## src/design/bca3_pkg.sv

```systemverilog
package bca3_pkg;

	localparam int VAL_W     = 32;   // Q16.16 sample and conditioning values
	localparam int SUM_W     = 48;   // bin sum width
	localparam int CNT_W     = 32;   // bin count width
	localparam int ADDR_W    = 9;    // bin_addr / bin_index port width
	localparam int IDX_W     = 18;   // internal flat index, covers 64*64*64 bins
	localparam int CFG_IDX_W = 3;
	localparam int QDEPTH    = 4;
	localparam int QPTR_W    = 2;

	typedef enum logic [1:0] {
		OP_ACC   = 2'd0,
		OP_READ  = 2'd1,
		OP_CLEAR = 2'd2
	} op_t;

	typedef enum logic [CFG_IDX_W-1:0] {
		CFG_MIN_I   = 3'd0,
		CFG_MIN_J   = 3'd1,
		CFG_MIN_K   = 3'd2,
		CFG_SCALE_I = 3'd3,
		CFG_SCALE_J = 3'd4,
		CFG_SCALE_K = 3'd5
	} cfg_reg_t;

	// what the back end has to do with one queued item
	typedef enum logic [1:0] {
		CMD_NOP   = 2'd0,   // result straight from the entry, store untouched
		CMD_ACC   = 2'd1,
		CMD_READ  = 2'd2,
		CMD_CLEAR = 2'd3
	} cmd_t;

	typedef struct packed {
		cmd_t                    cmd;
		logic signed [VAL_W-1:0] value;
		logic [IDX_W-1:0]        index;
		logic                    in_range;
	} cmd_entry_t;

	typedef struct packed {
		logic signed [SUM_W-1:0] sum;
		logic [CNT_W-1:0]        count;
	} bin_t;

	typedef enum logic [1:0] {
		BK_CLEAR = 2'd0,
		BK_IDLE  = 2'd1,
		BK_MEM   = 2'd2
	} back_state_t;

endpackage

```

## src/design/bca3_queue.sv

```systemverilog
module bca3_queue
	import bca3_pkg::*;
(
	input  logic       clk,
	input  logic       arst_n,
	input  logic       push_valid,
	output logic       push_ready,
	input  cmd_entry_t push_entry,
	output logic       pop_valid,
	input  logic       pop,
	output cmd_entry_t pop_entry
);

	cmd_entry_t          slots_q [QDEPTH];
	logic [QPTR_W-1:0]   wr_ptr_q, rd_ptr_q;
	logic [QPTR_W:0]     cnt_q;
	logic                do_push, do_pop;

	assign push_ready = cnt_q != (QPTR_W+1)'(QDEPTH);
	assign pop_valid  = cnt_q != '0;
	assign pop_entry  = slots_q[rd_ptr_q];
	assign do_push    = push_valid && push_ready;
	assign do_pop     = pop && pop_valid;

	always_ff @(posedge clk or negedge arst_n) begin
		if (!arst_n) begin
			wr_ptr_q <= '0;
			rd_ptr_q <= '0;
			cnt_q    <= '0;
		end else begin
			if (do_push)
				wr_ptr_q <= wr_ptr_q + 1'b1;
			if (do_pop)
				rd_ptr_q <= rd_ptr_q + 1'b1;
			if (do_push && !do_pop)
				cnt_q <= cnt_q + 1'b1;
			else if (do_pop && !do_push)
				cnt_q <= cnt_q - 1'b1;
		end
	end

	always_ff @(posedge clk) begin
		if (do_push)
			slots_q[wr_ptr_q] <= push_entry;
	end

endmodule

```

## config.mk

```make
export PLATFORM = sky130hd
export DESIGN_NAME = bca3_queue
export DESIGN_NICKNAME = d
export VERILOG_FILES = /design/src/design/bca3_pkg.sv /design/src/design/bca3_queue.sv
export SDC_FILE = /design/constraint.sdc
export NUM_CORES = 1
export LEC_CHECK = 0
export BUFFER_PORTS_ARGS = -buffer_cell sky130_fd_sc_hd__clkbuf_2
export CAP_MARGIN = 20
export CELL_PAD_IN_SITES_DETAIL_PLACEMENT = 1
export CELL_PAD_IN_SITES_GLOBAL_PLACEMENT = 1
export CORE_ASPECT_RATIO = 0.75
export CORE_MARGIN = 3
export CORE_UTILIZATION = 38
export CTS_BUF_LIST = sky130_fd_sc_hd__clkbuf_4
export CTS_CLUSTER_DIAMETER = 100
export DETAILED_ROUTE_END_ITERATION = 12
export HOLD_SLACK_MARGIN = 0.06
export PLACE_DENSITY = 0.72
export RECOVER_POWER = 50
export SETUP_SLACK_MARGIN = 0.2
export SLEW_MARGIN = 5
export SYNTH_ARGS = -nofsm -noshare
export SYNTH_HDL_FRONTEND = slang
export SYNTH_SLANG_ARGS = --single-unit
```

## constraint.sdc

```tcl
create_clock -name clk -period 7.8 [get_ports clk]
set_input_delay 0 -clock clk [delete_from_list [all_inputs] [get_ports clk]]
set_output_delay 0 -clock clk [all_outputs]
set_load 0.02 [all_outputs]
```

[Yosys cells after proc, flatten, opt, wreduce, memory -nomap -nowiden]
Memories as Yosys holds them, arrays and structs flattened.
Cells that the tools add are included.
Word-level totals
  flip-flop bits (word level): 7
  memory bits (writable): 212
  input bits: 57
  output and inout port bits: 55
  word-level logic and storage cells: 21
  memories kept: 1
Cells by class
  add/sub/neg operators: 4
  equal/unequal tests: 1
  muxes and demuxes: 4
  reduce and logical (&&, ||, !) cells: 8
Memory list
  slots_q: words 4, bits a word 53, rd ports 1, clocked after memory_dff 0, wr ports 1, line bca3_queue.sv:14  | cmd_entry_t slots_q [QDEPTH];
Operators by type and width (count)
  $mux W3: 2
  $add A2 B1 Y2 const B: 2
  $logic_and A1 B1 Y1: 4
  $add A3 B1 Y3 const B: 1
  $ne A3 B3 Y1 const B: 1
  $reduce_bool A3 Y1: 1
  $sub A3 B1 Y3 const B: 1
  $logic_not A1 Y1: 2
  $mux W1: 2
  $reduce_bool A2 Y1: 1

[Depth between registers and ports, before layout]
Gate-level depths: netlist (run 1).
  depth after elaboration: 6
  mapped depth: 8
  gate-level depth less buffers: 8

[Least setup slack after synthesis (run 1)]
OpenSTA, ideal clock, no wires.
  path type: reg-to-reg
  from: register cnt_q[0]
  to: memory slots_q[0][0] (netlist name) (enable)
  library setup time: 0.416 ns
  arrival time: 2.035 ns
  data required time: 7.384 ns
  slack: 5.349 ns
  stages on the path, launching flop included: 4
  path buffers: 0
  period minus slack after synthesis: 2.451 ns
  path through: dfrtp_1 > nor2_1 > a21boi_2 > and2_1
Between the ends
  cells in the longest elaborated chain, start to end: 4
RTL lines
  start: declaration: line bca3_queue.sv:16  | logic [QPTR_W:0] cnt_q;
  start signal: assignment: line bca3_queue.sv:36  | cnt_q <= cnt_q + 1'b1;
  start signal: assignment: line bca3_queue.sv:38  | cnt_q <= cnt_q - 1'b1;
  $ne A3 B3 Y1: line bca3_queue.sv:19  | assign push_ready = cnt_q != (QPTR_W+1)'(QDEPTH);
  $logic_and A1 B1 Y1: line bca3_queue.sv:22  | assign do_push = push_valid && push_ready;
  via do_push: line bca3_queue.sv:17  | logic do_push, do_pop;
  $mux W1: line bca3_queue.sv:43  | if (do_push)
  $mux W1 (implied by the code): line bca3_queue.sv:44  | slots_q[wr_ptr_q] <= push_entry;
  end: declaration: line bca3_queue.sv:14
The timed path passes the listed nets, and every way through them passes these cells.

[Worst setup path after layout (run 1)]
  from: register cnt_q[0]
  to: memory slots_q[1][46] (netlist name) (enable)
The elaborated chain is that of the path after synthesis.

==> results.toml, run 1 <==
[run_status]
status = "complete, but fails checks"
violations = "capacitance limit, slew limit"

[synth]
synth_seq_area_share = 0.805
ys.flop_type = "edfxtp_1"
synth_edf_count = 212
yosysTopAreaCell = "edfxtp_1"
synth_xor_area_frac = 0.00647
muxShareOfSynthArea = 0.152
synth_top_area_share = 0.783
async_flop_share = 0.0320
ys_top_cells_by_area = "edfxtp_1 (78%), mux4_2 (13%), dfrtp_1 (2.2%)"
netlist_area_um2 = 8130
synthCells = 312
synth_fa_ha_area_frac = 0.0102
avgSynthCellArea_um2 = 26.0
yosysMostFrequentCell = "edfxtp_1"
yosys_register_bits = 219
synth_warnings = 0
yosys-top-cells-count = "edfxtp_1 (212), mux4_2 (48), dfrtp_1 (7)"
syn-num-nets = 375
synth-simple-area-share = 0.00631
synth_compound_area_frac = 0.00139
ys_types = 19
synth_top_family_by_area = "multiplexers"

[placement]
numPortBuffers = 111
gp_congestion = 0.684
dp_hpwl_um = 9400
place_ws_ns = 5.39

[grt]
grt_max_degree = 35
grt_overflow = 0
antenna_found_initial = 1
grt_use_total = 0.141
first_global_vias = 4591
grt_first_pass_wirelength_um = 25300

[worst_setup_path]
critical_path_arrival_ns = 3.76
crit_path_top_delay_cell = "and2_0"
cp-end-kind = "register"
crit_path_start_kind = "register"
worstPathCellList = "nor2_1 > a21boi_0 > and2_0 > buf_4"
critPathMaxFanout = 33
cp.required_ns = 8.03
critical_path_class = "register to register"
rr_worst_depth = 4
cpPeakStageDelay_ns = 1.29

[floorplan]
core.rowCount = 45
initial_core_util = 0.394
design.core.area_um2 = 20600
dieArea_um2 = 23200
die_w_um = 175
die_h_um = 133
ios = 112

[clocking]
path_clk_slew_ns = 0.07
cts_tree = "done"
cts.sinks = 219
clock_latency_ns = 0.61
clk_path_buf_depth = 3
cts.repair.resized = 0
htree_levels = 2
root_buffer = "clkbuf_4"
cts_buffers = 53

[timing]
fmax_mhz = 283
drv_slew = 87
fin_crit_ns = 3.53
tightest_slew_ns = 1.58
tns_ns = 0
maxSlewHeadroom = -0.0559
hold_viol = 0
period_share = 0.453
fin_skew_ns = 0.0226
rsz0062_at_grt = "false"
finalSetupViolCount = 0
fin_ws_ns = 4.27

[cells_and_area]
areaGrowthSynthToFinish_pct = 24.2
utilization = 0.490
drive_gt1_frac = 0.339
layout.nets = 592

[detailed_routing]
detail_route.wl_per_cell_um = 19.1
dr.pass1.iters = 4
drt_iter0_drc = 245
wirelength_um = 16300
route.detailed.drc = 0
viasPerCell = 4.73
vias = 4026
ant_nets = 0

[worst_hold_path]
hold_path_class = "input port to register"
whs_path_depth = 2

[power]
p_per_area_nw_per_um2 = 369
peakVddDrop_mv = 0.159
p_leak_nw = 3.44
fin_total_pwr_mw = 3.72

[job]
cap_violations = 4
## worst paths after layout
path / startpoint / endpoint / slack [ns]
max: cnt_q[0] / slots_q[1][46] / 4.27
min: push_entry[16] / slots_q[0][16] / 0.19
max reg2reg: cnt_q[0] / slots_q[1][46] / 4.27
min reg2reg: cnt_q[2] / cnt_q[2] / 0.53
max in group asynchronous: arst_n / rd_ptr_q[0] / 7.15
min in group asynchronous: arst_n / cnt_q[2] / 0.36
## placed cells by master, fill, tap and decap left out, types with 3 or more instances in the layout
master	instances
and2_0	4
buf_4	6
clkbuf_1	55
clkbuf_2	56
clkbuf_4	77
clkinv_1	16
dfrtp_1	5
dlygate4sd3_1	57
edfxtp_1	212
ha_1	5
inv_1	3
mux4_1	5
mux4_2	48
xnor2_1	4
## timing repair
action                                  in CTS  in global routing
buffers inserted                             0                  0
endpoints found under the setup margin       0                  0
hold endpoints to repair                   226                  0
hold buffers                                57                  0
## worst max-delay path: cells and delay by family, from the launching register on
| family | cells | cell delay (ns) |
|---|---|---|
| AO/OA/AOI/OAI | 1 | 0.68 |
| buffers and inverters | 1 | 0.63 |
| flip-flops | 1 | 0.43 |
| AND/OR/NAND/NOR | 2 | 1.37 |
## metrics by stage
stage	instance area, um^2	hold WS (ns)	instances
floorplan	8130	-0.296	312
CTS	10200	0.0786	851
detailed placement	8950	-0.143	699
global placement	8950	-0.154	699
finish	10100	0.187	852
global route	10100	0.157	852
## metal layers
metal	vias up	routed length, um	track usage
li1	1798	-	-
met5	-	0	0
met4	0	218	0.0465
met1	2072	6820	0.174
met3	25	917	0.0422
met2	131	8330	0.241
## report_power, final
part | switching (mW) | internal [mW]
Combinational | 0.679 | 0.477
Sequential | 0.123 | 1.56
Clock | 0.430 | 0.452
## area by class of cell
cell class	count	area, um^2
antenna	1	2.50
clock buffer	77	578
clock inverter	18	68.8
fill	1988	10500
inverter	3	11.3
multi-input combinational	78	1430
sequential	219	6550
tap	282	353
timing repair buffer	174	1100
## state kept, by name, summed over array words and instances, names as in the netlist
register / count
slots_q: 212
cnt_q: 3
rd_ptr_q: 2
wr_ptr_q: 2
## kinds of logic after synthesis
kind of cell,Yosys count
adders and majority gates,6
AOI/OAI and AO/OA,1
muxes,55
DFF,219
and+or+nand+nor,10
buffers and inverters,15
xor gates and xnor gates,6
(Power assumes the default switching activity.)
==> run 2, diff against run 1 <==
Settings changed: PLACE_DENSITY 0.72 to 0.74.
Clock period 7.8 ns to 3.1 ns, I/O delays scaled along.
==> run 2 against run 1 <==
Effect of this change:
- the flow now finishes without violations
- hold slack worse by 0.022 ns
- critical endpoint is now pop_entry[22]
- die area unchanged
- critical path depth down 1
- clock-buffer cell count down 3
- core utilization up 0.085 points
- sequential power rose to 2.5 times the previous value
==> results.toml, run 2 (synthesized netlist as in run 1, its figures left out) <==
[run_status]
status = "finished, final reports clean"

[grt]
grt_use_met3 = 0.0439
grt.met2_usage = 0.251
grt_use_total = 0.147
first_global_vias = 4705
met1_usage = 0.184
grt-busiest-layer = "met2"
antenna_found_initial = 0
grt_first_pass_wirelength_um = 26200
grt_overflow = 0
grt_max_degree = 36

[worst_setup_path]
cp-end-kind = "primary output"
cp.required_ns = 3.10
rr_worst_depth = 4
cp_num_buf_inv = 2
crit_path_top_delay_cell = "dfrtp_4"
path_depth = 3
critical_path_class = "register to primary output"
critical_path_arrival_ns = 2.61
cpPeakStageDelay_ns = 0.78
worstPathCellList = "buf_4 > mux4_2 > clkbuf_2"
crit_family = "flip-flops"
critPathMaxFanout = 28
crit_path_start_kind = "register"

[timing]
hold_viol = 0
period_share = 0.842
finalSetupViolCount = 0
rsz0062_at_grt = "false"
maxSlewHeadroom = 0.425
fmax_mhz = 383
fin_skew_ns = 0.0510
drv_slew = 0
tns_ns = 0
tightest_slew_ns = 0.854
fin_crit_ns = 2.61

[floorplan]
dieArea_um2 = 23200
ios = 112
initial_core_util = 0.394
core.rowCount = 45
design.core.area_um2 = 20600
die_w_um = 175
die_h_um = 133

[detailed_routing]
dr.pass1.iters = 4
route.detailed.drc = 0
detail_route.wl_per_cell_um = 19.7
viasPerCell = 4.84
vias = 4072
drt_iter0_drc = 228
wirelength_um = 16600
ant_nets = 0

[placement]
numPortBuffers = 111
dp_hpwl_um = 9650
gp_congestion = 0.711
post_dp_cell_area_um2 = 9020

[clocking]
post_cts_buffers = 0
root_buffer = "clkbuf_4"
path_clk_slew_ns = 0.07
cts.sinks = 219
cts.repair.resized = 0
clock_latency_ns = 0.63
htree_levels = 2
cts_tree = "done"
cts_hold_buf = 57
clk_path_buf_depth = 3
cts_buffers = 50

[worst_hold_path]
whs_path_depth = 2
hold_path_class = "input port to register"

[cells_and_area]
layout.nets = 592
layout_commonest_cell = "edfxtp_1"
layout_common_cells = "edfxtp_1 (212), clkbuf_4 (74), dlygate4sd3_1 (57)"
drive_gt1_frac = 0.350
num-fill-cells = 1960
regMostFlops = "slots_q"
top_regs = "slots_q x212, cnt_q x3"
fin_area_um2 = 10100
utilization = 0.491
areaGrowthSynthToFinish_pct = 24.4
largest_reg_flops = 212
antenna_cells = 0
regArea_um2 = 6550
multi_input_area_um2 = 1430

[power]
p_sw_mw = 3.09
p_per_area_nw_per_um2 = 926
peakVddDrop_mv = 0.475
p_leak_nw = 3.44
clkPwrFrac = 0.227
switching_share = 0.330
power.internal_mw = 6.27
power_frac_seq = 0.454
power_frac_comb = 0.319

[job]
cap_violations = 0
## run 2: path summary, 6_finish.rpt
kind / from / endpoint / slack [ns]
setup reg to reg: cnt_q[0] / slots_q[0][6] / 0.52
setup / recovery: rd_ptr_q[0] / pop_entry[22] / 0.49
max in group asynchronous: arst_n / rd_ptr_q[0] / 2.48
min in group asynchronous: arst_n / wr_ptr_q[1] / 0.34
hold reg to reg: cnt_q[2] / cnt_q[2] / 0.51
hold / removal: push_entry[35] / slots_q[1][35] / 0.16
## run 2: layout make-up
cell class | instances | share of cell area
Multi-Input combinational cell | 78 | 0.142
Inverter | 3 | 0.00111
Timing Repair Buffer | 177 | 0.116
Tap cell | 282 | 0.0349
Clock inverter | 9 | 0.00334
Clock buffer | 74 | 0.0550
Sequential cell | 219 | 0.648
## run 2: routing by layer
metal / up-vias / routed length, um
li1: 1795 / -
met1: 2110 / 6850
met2: 143 / 8520
met3: 24 / 970
met4: 0 / 212
met5: - / 0
## run 2: power groups by stage
stage                     Sequential, mW  Clock, mW  Combinational, mW
after global routing                4.33       2.39               3.21
after floorplan                     4.10          0               2.28
after CTS                           4.28       2.21               3.08
final                               4.25       2.12               2.99
after global placement              4.29          0               2.97
after detailed placement            4.34          0               3.01
## run 2: metrics by stage
step | std cells | power (mW) | hold WS, ns | setup slack, ns
2_1_floorplan | 312 | 6.37 | -0.296 | 0.649
3_3_place_gp | 702 | 7.26 | -0.154 | 1.04
3_5_place_dp | 702 | 7.35 | -0.152 | 0.923
4_1_cts | 842 | 9.56 | 0.0642 | 0.326
5_1_grt | 842 | 9.92 | 0.129 | 0.228
6_report | 842 | 9.36 | 0.165 | 0.490
